<file path="src/rtl/wpl_pkg.sv">
`timescale 1ns / 1ps
package wpl_pkg;

  localparam int unsigned OP_BITS     = 3;
  localparam int unsigned VALUE_W     = 10;
  localparam int unsigned WEIGHT_W    = 16;
  localparam int unsigned LIMIT_W     = 8;
  localparam int unsigned TOTAL_W     = 20;
  localparam int unsigned STATUS_BITS = 2;
  localparam int unsigned ENTRIES_W   = 5;

  typedef enum logic [OP_BITS-1:0] {
    OP_CLEAR   = 3'd0,
    OP_APPEND  = 3'd1,
    OP_RESTART = 3'd2,
    OP_UNIFORM = 3'd3,
    OP_DRAW    = 3'd4
  } op_t;

  typedef enum logic [STATUS_BITS-1:0] {
    ST_OK      = 2'd0,
    ST_DEFAULT = 2'd1,
    ST_NONE    = 2'd2,
    ST_FULL    = 2'd3
  } status_t;

  localparam logic [TOTAL_W-1:0] TOTAL_MAX = {TOTAL_W{1'b1}};

  // one table entry as stored in either RAM
  typedef struct packed {
    logic [LIMIT_W-1:0]  uses;
    logic [WEIGHT_W-1:0] weight;
    logic [VALUE_W-1:0]  value;
  } entry_t;

  localparam int unsigned ENTRY_W = $bits(entry_t);

endpackage

</file>
<file path="src/rtl/wpl_ram.sv">
`timescale 1ns / 1ps
module wpl_ram #(
  parameter int unsigned WIDTH = 34,
  parameter int unsigned DEPTH = 16
) (
  input  logic                                   clk,
  input  logic                                   we,
  input  logic [(DEPTH > 1 ? $clog2(DEPTH) : 1)-1:0] waddr,
  input  logic [WIDTH-1:0]                       wdata,
  input  logic [(DEPTH > 1 ? $clog2(DEPTH) : 1)-1:0] raddr,
  output logic [WIDTH-1:0]                       rdata
);

  logic [WIDTH-1:0] mem [DEPTH];

  always_ff @(posedge clk) begin
    if (we) begin
      mem[waddr] <= wdata;
    end
    rdata <= mem[raddr];
  end

endmodule

</file>
<file path="src/rtl/weighted_pick_with_use_limits_unit.sv">
`timescale 1ns / 1ps
// Weighted pick with use limits. Requests carry an op in in_tuser: clear the
// master table, append an entry, restart (copy master into the working table
// and sum weights), uniform restart (weights 1, no limits) or draw (walk the
// cumulative working weights with in_tdata.draw). Every request returns one
// result with status in out_tuser. Both tables sit in single-port-read RAMs
// with a registered read, so each walk step reads an entry in one state and
// uses it in the next: restart copies each master entry, a draw scans up to
// the pick, and a limited entry that runs out of uses is removed by closing
// up the entries after it. A new request is taken as soon as the previous
// result sits in the output register. Reset needs no clearing pass.
module weighted_pick_with_use_limits_unit
  import wpl_pkg::*;
#(
  parameter int unsigned MAX_ENTRIES = 16
) (
  input  logic        clk,
  input  logic        rst_n,
  input  logic        in_tvalid,
  output logic        in_tready,
  input  logic [55:0] in_tdata,  // entry_value[9:0], entry_weight[25:10],
                                 // entry_limit[33:26], draw[53:34], zero fill
  input  logic [2:0]  in_tuser,  // op[2:0]
  output logic        out_tvalid,
  input  logic        out_tready,
  output logic [39:0] out_tdata, // chosen_value[9:0], remaining_total[29:10],
                                 // remaining_entries[34:30], zero fill
  output logic [1:0]  out_tuser  // status[1:0]
);

  localparam int unsigned AW = (MAX_ENTRIES > 1) ? $clog2(MAX_ENTRIES) : 1;
  localparam int unsigned CW = $clog2(MAX_ENTRIES + 1);
  localparam logic [CW-1:0] CNT_MAX = CW'(MAX_ENTRIES);
  localparam logic [CW-1:0] CNT_ONE = CW'(1);

  typedef enum logic [7:0] {
    S_IDLE  = 8'b0000_0001,
    S_RS_RD = 8'b0000_0010,  // restart: read master entry
    S_RS_WR = 8'b0000_0100,  // restart: write working entry, add weight
    S_DR_RD = 8'b0000_1000,  // draw: read working entry
    S_DR_CM = 8'b0001_0000,  // draw: compare and pick
    S_SH_RD = 8'b0010_0000,  // close up: read next entry
    S_SH_WR = 8'b0100_0000,  // close up: write it one place down
    S_FIN   = 8'b1000_0000   // hand result to output register
  } state_t;

  state_t            state_r, state_nxt;
  logic [CW-1:0]     mcount_r, mcount_nxt;
  logic [CW-1:0]     wcount_r, wcount_nxt;
  logic [TOTAL_W-1:0] total_r, total_nxt;
  logic [TOTAL_W-1:0] sum_r, sum_nxt;
  logic [TOTAL_W-1:0] pick_r, pick_nxt;
  logic [CW-1:0]     idx_r, idx_nxt;
  op_t               op_r, op_nxt;
  status_t           status_r, status_nxt;
  logic [VALUE_W-1:0] chosen_r, chosen_nxt;

  logic              out_valid_r;
  logic [39:0]       out_data_r;
  status_t           out_status_r;

  // unpacked request fields
  logic [VALUE_W-1:0]  in_value;
  logic [WEIGHT_W-1:0] in_weight;
  logic [LIMIT_W-1:0]  in_limit;
  logic [TOTAL_W-1:0]  in_draw;
  assign in_value  = in_tdata[9:0];
  assign in_weight = in_tdata[25:10];
  assign in_limit  = in_tdata[33:26];
  assign in_draw   = in_tdata[53:34];

  // RAM ports
  logic          m_we, w_we;
  logic [AW-1:0] m_waddr, m_raddr, w_waddr, w_raddr;
  entry_t        m_wdata, m_rdata, w_wdata, w_rdata;

  wpl_ram #(.WIDTH(ENTRY_W), .DEPTH(MAX_ENTRIES)) u_master_ram (
    .clk   (clk),
    .we    (m_we),
    .waddr (m_waddr),
    .wdata (m_wdata),
    .raddr (m_raddr),
    .rdata (m_rdata)
  );

  wpl_ram #(.WIDTH(ENTRY_W), .DEPTH(MAX_ENTRIES)) u_work_ram (
    .clk   (clk),
    .we    (w_we),
    .waddr (w_waddr),
    .wdata (w_wdata),
    .raddr (w_raddr),
    .rdata (w_rdata)
  );

  logic [CW-1:0]       idx_inc;
  logic [TOTAL_W:0]    sum_add;
  logic [WEIGHT_W-1:0] rs_weight;
  logic                accept;
  logic                out_free;

  assign idx_inc   = idx_r + CNT_ONE;
  assign in_tready = (state_r == S_IDLE);
  assign accept    = in_tvalid && in_tready;
  assign out_free  = !out_valid_r || out_tready;

  assign m_raddr = idx_r[AW-1:0];
  // close-up reads the entry after the slot being filled
  assign w_raddr = (state_r == S_SH_RD) ? idx_inc[AW-1:0] : idx_r[AW-1:0];

  assign rs_weight = (op_r == OP_RESTART) ? m_rdata.weight : WEIGHT_W'(1);
  assign sum_add   = {1'b0, sum_r} + (TOTAL_W + 1)'(rs_weight);

  always_comb begin
    state_nxt  = state_r;
    mcount_nxt = mcount_r;
    wcount_nxt = wcount_r;
    total_nxt  = total_r;
    sum_nxt    = sum_r;
    pick_nxt   = pick_r;
    idx_nxt    = idx_r;
    op_nxt     = op_r;
    status_nxt = status_r;
    chosen_nxt = chosen_r;
    m_we       = 1'b0;
    m_waddr    = mcount_r[AW-1:0];
    m_wdata    = '{uses: in_limit, weight: in_weight, value: in_value};
    w_we       = 1'b0;
    w_waddr    = idx_r[AW-1:0];
    w_wdata    = w_rdata;

    case (state_r)
      S_IDLE: begin
        if (accept) begin
          op_nxt     = op_t'(in_tuser);
          status_nxt = ST_OK;
          chosen_nxt = '0;
          idx_nxt    = '0;
          sum_nxt    = '0;
          pick_nxt   = in_draw;
          state_nxt  = S_FIN;
          case (in_tuser) inside
            OP_CLEAR: begin
              mcount_nxt = '0;
            end
            OP_APPEND: begin
              if (mcount_r >= CNT_MAX) begin
                status_nxt = ST_FULL;
              end else begin
                m_we       = 1'b1;
                mcount_nxt = mcount_r + CNT_ONE;
              end
            end
            OP_RESTART, OP_UNIFORM: begin
              if (mcount_r == '0) begin
                wcount_nxt = '0;
                total_nxt  = '0;
              end else begin
                state_nxt = S_RS_RD;
              end
            end
            OP_DRAW: begin
              if (mcount_r == '0) begin
                status_nxt = ST_DEFAULT;
              end else if (total_r == '0 || wcount_r == '0) begin
                status_nxt = ST_NONE;
              end else begin
                state_nxt = S_DR_RD;
              end
            end
            default: begin
              state_nxt = S_FIN;
            end
          endcase
        end
      end
      S_RS_RD: begin
        state_nxt = S_RS_WR;
      end
      S_RS_WR: begin
        w_we    = 1'b1;
        w_wdata = '{uses:   (op_r == OP_RESTART) ? m_rdata.uses : '0,
                    weight: rs_weight,
                    value:  m_rdata.value};
        sum_nxt = sum_add[TOTAL_W] ? TOTAL_MAX : sum_add[TOTAL_W-1:0];
        idx_nxt = idx_inc;
        if (idx_inc == mcount_r) begin
          wcount_nxt = mcount_r;
          total_nxt  = sum_add[TOTAL_W] ? TOTAL_MAX : sum_add[TOTAL_W-1:0];
          state_nxt  = S_FIN;
        end else begin
          state_nxt = S_RS_RD;
        end
      end
      S_DR_RD: begin
        state_nxt = S_DR_CM;
      end
      S_DR_CM: begin
        if (pick_r < TOTAL_W'(w_rdata.weight)) begin
          chosen_nxt = w_rdata.value;
          state_nxt  = S_FIN;
          if (w_rdata.uses != '0) begin
            if (w_rdata.uses == LIMIT_W'(1)) begin
              // last use: remove entry and close up the rest
              total_nxt = (total_r > TOTAL_W'(w_rdata.weight)) ?
                          total_r - TOTAL_W'(w_rdata.weight) : '0;
              if (idx_inc < wcount_r) begin
                state_nxt = S_SH_RD;
              end else begin
                wcount_nxt = wcount_r - CNT_ONE;
              end
            end else begin
              w_we         = 1'b1;
              w_wdata.uses = w_rdata.uses - LIMIT_W'(1);
            end
          end
        end else begin
          pick_nxt = pick_r - TOTAL_W'(w_rdata.weight);
          idx_nxt  = idx_inc;
          if (idx_inc == wcount_r) begin
            status_nxt = ST_NONE;
            state_nxt  = S_FIN;
          end else begin
            state_nxt = S_DR_RD;
          end
        end
      end
      S_SH_RD: begin
        state_nxt = S_SH_WR;
      end
      S_SH_WR: begin
        w_we    = 1'b1;
        idx_nxt = idx_inc;
        if ((idx_inc + CNT_ONE) == wcount_r) begin
          wcount_nxt = wcount_r - CNT_ONE;
          state_nxt  = S_FIN;
        end else begin
          state_nxt = S_SH_RD;
        end
      end
      S_FIN: begin
        if (out_free) begin
          state_nxt = S_IDLE;
        end
      end
      default: begin
        state_nxt = S_IDLE;
      end
    endcase
  end

  always_ff @(posedge clk) begin
    if (!rst_n) begin
      state_r     <= S_IDLE;
      mcount_r    <= '0;
      wcount_r    <= '0;
      total_r     <= '0;
      out_valid_r <= 1'b0;
    end else begin
      state_r  <= state_nxt;
      mcount_r <= mcount_nxt;
      wcount_r <= wcount_nxt;
      total_r  <= total_nxt;
      if (state_r == S_FIN && out_free) begin
        out_valid_r <= 1'b1;
      end else if (out_tready) begin
        out_valid_r <= 1'b0;
      end
    end
  end

  always_ff @(posedge clk) begin
    sum_r    <= sum_nxt;
    pick_r   <= pick_nxt;
    idx_r    <= idx_nxt;
    op_r     <= op_nxt;
    status_r <= status_nxt;
    chosen_r <= chosen_nxt;
    if (state_r == S_FIN && out_free) begin
      out_status_r <= status_r;
      out_data_r   <= {5'b0, ENTRIES_W'(wcount_r), total_r, chosen_r};
    end
  end

  assign out_tvalid = out_valid_r;
  assign out_tdata  = out_data_r;
  assign out_tuser  = out_status_r;

`ifndef ASSERT_OFF
  a_state_onehot: assert property (@(posedge clk) disable iff (!rst_n)
    $onehot(state_r)) else $error("state not one-hot");
  a_counts_range: assert property (@(posedge clk) disable iff (!rst_n)
    mcount_r <= CNT_MAX && wcount_r <= CNT_MAX) else $error("count overflow");
  a_scan_in_table: assert property (@(posedge clk) disable iff (!rst_n)
    (state_r == S_DR_CM || state_r == S_SH_RD) |-> idx_r < wcount_r)
    else $error("scan past working table");
  a_fin_no_accept: assert property (@(posedge clk) disable iff (!rst_n)
    (state_r == S_FIN && !out_free) |=> state_r == S_FIN)
    else $error("result dropped");
`endif

endmodule

</file>
<file path="config.mk">
export PLATFORM = sky130hd
export DESIGN_NAME = weighted_pick_with_use_limits_unit
export DESIGN_NICKNAME = d
export VERILOG_FILES = /design/src/rtl/wpl_pkg.sv /design/src/rtl/wpl_ram.sv /design/src/rtl/weighted_pick_with_use_limits_unit.sv
export SDC_FILE = /design/constraint.sdc
export NUM_CORES = 2
export LEC_CHECK = 0
export BUFFER_PORTS_ARGS = -buffer_cell sky130_fd_sc_hd__buf_2
export CAP_MARGIN = 40
export CORE_MARGIN = 2
export CORE_UTILIZATION = 62
export CTS_CLUSTER_DIAMETER = 80
export DETAILED_ROUTE_END_ITERATION = 8
export PLACE_DENSITY = 0.81
export SYNTH_ARGS = -nofsm -noshare
export SYNTH_HDL_FRONTEND = slang
export SYNTH_SLANG_ARGS = --single-unit
</file>
<file path="constraint.sdc">
create_clock -name clk -period 5.38 [get_ports clk]
set_input_delay 0.269 -clock clk [delete_from_list [all_inputs] [get_ports clk]]
set_output_delay 0.269 -clock clk [all_outputs]
set_load 0.01 [all_outputs]
</file>
== Word-level counts from Yosys, hierarchy flattened ==
Memory sizes are Yosys's and may differ from the RTL's. A register that Yosys moved wholly into a read port is not among the register bits.
Index checks and enable logic that the tools add are counted.

* Memories: 2
* Input bits: 63
* Word-level logic and storage cells: 177
* Memory bits (writable): 1088
* Register bits after elaboration: 136

* Mux-type cells: 89
* $lt $le $gt $ge: 4
* Eq/ne operators: 32
* $add $sub $neg: 8
* Reduce and logical (&&, ||, !) cells: 29

{| class="wikitable"
|+ Memory list
! memory !! words !! width !! read ports !! clocked after memory_dff !! write ports !! RTL line !! source
|-
| u_master_ram.mem || 16 || 34 || 1 || 1 || 1 || wpl_ram.sv:14 || <nowiki>logic [WIDTH-1:0] mem [DEPTH];</nowiki>
|-
| u_work_ram.mem || 16 || 34 || 1 || 1 || 1 || wpl_ram.sv:14 ||
|}

{| class="wikitable"
|+ Operator list
! operator !! count
|-
| $mux 20 || 14
|-
| $mux 8 || 20
|-
| $mux 5 || 16
|-
| $pmux 20 s2 || 2
|-
| $pmux 8 s8 || 1
|-
| $pmux 20 s3 || 1
|-
| $sub 20x16->20 || 2
|-
| $mux 26 || 1
|-
| $ne 2x2->1 const B || 12
|-
| $add 20x16->21 || 1
|-
| $gt 20x16->1 || 1
|-
| $logic_not 20->1 || 1
|-
| $lt 20x16->1 || 1
|-
| $mux 10 || 2
|-
| $mux 2 || 10
|-
| $pmux 10 s2 || 1
|-
| $pmux 5 s4 || 1
|-
| $eq 8x1->1 const B || 2
|-
| $mux 16 || 1
|-
| $pmux 8 s2 || 1
|-
| $add 5x1->5 const B || 3
|-
| $eq 5x5->1 || 3
|-
| $pmux 5 s3 || 1
|-
| $mux 1 || 14
|-
| 33 further kinds || 50
|}

== Longest topological paths before layout ==
* Word-level depth: 10
* Gate-level depth with buffers: 14
* Depth with buffers taken out: 12

== Hierarchy ==
From an unflattened synthesis, not the netlist that was laid out.

* Cell total of the unflattened synthesis: 2796
* Area total of the unflattened synthesis: 51420.6 um^2

{| class="wikitable"
|+ Modules (own cells, without submodules)
! module !! cells an instance !! times used !! area an instance (um^2)
|-
| wpl_ram || 888 || 2 || 21076.5
|-
| weighted_pick_with_use_limits_unit || 1020 || 1 || 9267.6
|}

== Least setup slack after synthesis ==
No wires, ideal clock.

* Path kind: register to register
* From: register state_r[4]
* To: memory u_master_ram.mem[3][0], enable pin
* Setup time: 0.467 ns
* Data required time: 4.913 ns
* Stages on the path, launching flop included: 9
* Path slack: 0.667 ns
* Arrival time: 4.246 ns
* Path through: dfxtp_1 buf_2 nor4_4 nand4_1 nor3_1 nand2_1 nor2_1 nand2_1 nor3_1

* Cells in the longest elaborated chain, start to end: 6

{| class="wikitable"
|+ RTL lines
! item !! RTL line !! source
|-
| start: declaration || weighted_pick_with_use_limits_unit.sv:47 || <nowiki>state_t state_r, state_nxt;</nowiki>
|-
| start signal: assignment || weighted_pick_with_use_limits_unit.sv:259 || <nowiki>state_r <= state_nxt;</nowiki>
|-
| $eq 8x1->1 * || weighted_pick_with_use_limits_unit.sv:102, weighted_pick_with_use_limits_unit.sv:131 ||
|-
| $logic_and 1x1->1 || weighted_pick_with_use_limits_unit.sv:103 || <nowiki>assign accept = in_tvalid && in_tready;</nowiki>
|-
| $mux 1 || weighted_pick_with_use_limits_unit.sv:133 || <nowiki>if (accept) begin</nowiki>
|-
| $mux 1 * || weighted_pick_with_use_limits_unit.sv:131 || <nowiki>case (state_r)</nowiki>
|-
| $mux 1 * || wpl_ram.sv:17 || <nowiki>if (we) begin</nowiki>
|-
| $mux 1 (not written as such) * || wpl_ram.sv:18 || <nowiki>mem[waddr] <= wdata;</nowiki>
|-
| end: declaration || wpl_ram.sv:14 ||
|}

Mark *: on every way between the ends. The rest lies on a longest branch, timed or not.

== Worst setup path after layout ==
* From: register state_r[4]
* To: memory u_master_ram.mem[7][2], enable pin

Same word-level chain as after synthesis.

==> flow_summary.yaml <==
run_status:
  outcome: "complete, no violations"
critical_path:
  worstPathMaxFanout: 18
  crit_chain: "nor4_4 > nand4_1 > nor3_1 > nand2_1 > nor2_1 > nand2_1 > nor2_4 > buf_4"
  crit_top_cell: "nand2_1"
  r2r-start: "state_r[4]$_SDFFE_PN0P_"
  setup.worst_path.class: "reg -> reg"
  crit_path_max_incr_delay_ns: 0.68
  cp_slowest_cell: "nor2_4"
  critPathCaptureType: "flop"
  critPathRequiredTime_ns: 5.72
  reg2reg_slack_ns: 1.09
  startpoint_type: "flop"
  crit_arrival_ns: 4.63
  reg2reg_depth: 8
  rr_endpoint: "u_master_ram.mem[7][2]$_DFFE_PP_"
power:
  p_int_mw: 18.6
  p_sw_frac: 0.280
  power_frac_seq: 0.471
  peakVddDrop_uv: 405
  power.net_switching_mw: 7.26
  p_comb_frac: 0.197
  power_leakage_nw: 19.8
  power_density_nw_per_um2: 434
  p_clk_frac: 0.333
layout:
  drive_gt1_frac: 0.173
  fin_area_sq_um: 59700
  area_delta_synth_final_pct: 13.8
  nets: 3661
  layout_common_cells: "edfxtp_1 (1185), nand2_1 (401), a211oi_1 (195)"
  final_common_cell: "edfxtp_1"
sta:
  report.final.slew_viol_count: 0
  rsz0062_at_grt: "false"
  worst_slew_margin_rel: 0.382
  finalClockSkew_ns: 0.0717
  finalCriticalPeriod_ns: 4.29
  fin_setup_tns_ns: 0
  max_freq_mhz: 233
  worst_pin_slew_ns: 0.927
  setup_viol: 0
  finalHoldViolations: 0
  min_period_over_period: 0.797
synthesis:
  ys_ff_latch: 1292
  synth_area_leader_cell: "edfxtp_1"
  synth_cell_types: 79
  syn_avg_cell_area_sq_um: 15.8
  synth_area_leaders: "edfxtp_1 (68%), mux4_2 (7.3%), dfxtp_1 (4.1%), nand2_1 (2.9%), a211oi_1 (2.8%)"
  ys.warnings.count: 0
  synthArstFlopShare: 0
  synth-edff-count: 1185
  syn-instance-count: 3328
  yosys.area.top_type_share: 0.678
  dominantRegCellSynth: "edfxtp_1"
  synth_seq_area_share: 0.719
  synth_area_sq_um: 52500
floorplan:
  die-area_sq_um: 87000
  initial_core_util: 0.627
  die_w_um: 295
  ios: 107
  core-area_sq_um: 83700
  chipHeight_um: 295
  rows: 106
clock_tree:
  htree_levels: 3
  cts_sinks: 1292
  clock_latency_ns: 0.74
  tritoncts: "built"
  cts_max_path_buffers: 3
  clockRootBuffer: "clkbuf_16"
  clk_pin_slew_ns: 0.07
  postCtsSetupBuffers: 0
  cts_buffers: 117
worst_hold_path:
  min_path_type: "in -> reg"
  min_to: "state_r[1]$_SDFFE_PN0P_"
  holdPathStages: 5
  worstHoldStart: "in_tvalid"
global_routing:
  grt_max_degree: 173
  antenna_found_initial: 6
  grt_pass1_vias: 31840
  grt_usage: 0.298
  overflow: 0
  grt_pass1_wl_um: 192000
detailed_routing:
  drt-vias-per-instance: 6.55
  drtIter0Drc: 3693
  vias: 31277
  firstDrtPassIters: 6
  antenna_left: 0
  drc_errors: 0
  finalWirelength_um: 129000
  wl_per_cell_um: 26.9
placed_design:
  dp.final_hpwl_um: 75600
  place_area_sq_um: 55100
  gp_congestion: 0.944
  portBuffers: 99
flow_run:
  drv_cap: 0
sequential cells by signal, summed over array words and instances, names as in the netlist, 20 cells and up:
register and cells:
u_work_ram.mem 544, u_work_ram.rdata 34, u_master_ram.mem 544, total_r 20
u_master_ram.rdata 34, sum_r 20, out_tdata 35, pick_r 20
logic make-up after synthesis:
family / count (synthesis) / share of synthesized area
buffers and inverters: 244 / 0.0185
AO/OA/AOI/OAI: 658 / 0.0851
XOR/XNOR: 59 / 0.0107
adder cells (fa/ha/maj): 68 / 0.0166
multiplexers: 180 / 0.0749
other: 1 / 0.0000715
flip-flops: 1292 / 0.719
AND/OR/NAND/NOR: 826 / 0.0751
metrics by stage:
stage	worst slack (ns)	total power [mW]	util	instances	hold slack, ns
floorplan	0.667	15.6	-	3332	0.368
global placement	1.38	17.0	0.654	4471	0.415
detailed placement	1.25	17.3	0.658	4486	0.411
CTS	1.17	25.9	0.713	4767	0.0644
global route	0.866	26.7	0.713	4768	0.135
finish	1.09	25.9	0.713	4772	0.0906
worst max-delay path: cells and delay by family (launching register included):
family | cells | cell delay, ns
buffers and inverters | 1 | 0.47
DFF | 1 | 0.40
and+or+nand+nor | 7 | 3.02
synthesized netlist by cell type, types with 13 or more instances:
cell type     n
clkbuf_1    147
nor3_1       32
edfxtp_1   1185
a211oi_1    195
nand2b_1     13
mux4_2      170
a31oi_1      83
xnor2_1      35
buf_1        20
nor2_1      105
nand2_1     401
a311oi_1     69
o21ai_0      73
nor4_1       14
buf_2        18
inv_1        51
and2_0       53
xor2_1       21
ha_1         65
and2_1      114
a21oi_1     138
dfxtp_1     107
nand3_1      26
o21a_1       13
power groups by stage:
stage	Combinational, mW	Sequential (mW)	Clock [mW]
2_1_floorplan	3.38	12.2	0
3_3_place_gp	4.59	12.4	0
3_5_place_dp	4.90	12.4	0
4_1_cts	5.04	12.2	8.67
5_1_grt	5.48	12.2	9.05
6_report	5.09	12.2	8.61
final cells by class:
cell class	count	area [sq um]
Clock buffer	155	3290
Tap cell	1134	1420
Multi-Input combinational cell	1796	14100
Antenna cell	4	10.0
Clock inverter	68	753
Timing Repair Buffer	272	2200
Fill cell	4862	24000
Inverter	51	191
Sequential cell	1292	37700
how the worst max path moves through the flow:
stage,from,endpoint,slack (ns)
finish,state_r[4]$_SDFFE_PN0P_,u_master_ram.mem[7][2]$_DFFE_PP_,1.09
global route,idx_r[1]$_SDFFCE_PN0P_,wcount_r[2]$_SDFFE_PN0P_,0.87
floorplan,state_r[4]$_SDFFE_PN0P_,u_master_ram.mem[3][0]$_DFFE_PP_,0.67
CTS,state_r[7]$_SDFFE_PN0P_,u_master_ram.mem[7][2]$_DFFE_PP_,1.17
global placement,idx_r[1]$_SDFFCE_PN0P_,wcount_r[2]$_SDFFE_PN0P_,1.38
detailed placement,idx_r[1]$_SDFFCE_PN0P_,wcount_r[2]$_SDFFE_PN0P_,1.25
routing by layer:
layer | part of all wire | global-route usage
met2 | 0.51 | 0.514
met4 | 0.040 | 0.121
met5 | 0.00030 | 0
met3 | 0.085 | 0.0481
met1 | 0.36 | 0.380
timing repair:
item | CTS | global route
hold buffers | 58 | 0
resized for setup | 0 | 0
setup endpoints to repair | 0 | 0
endpoints found under the hold margin | 579 | 0
(Power assumes the default switching activity.)
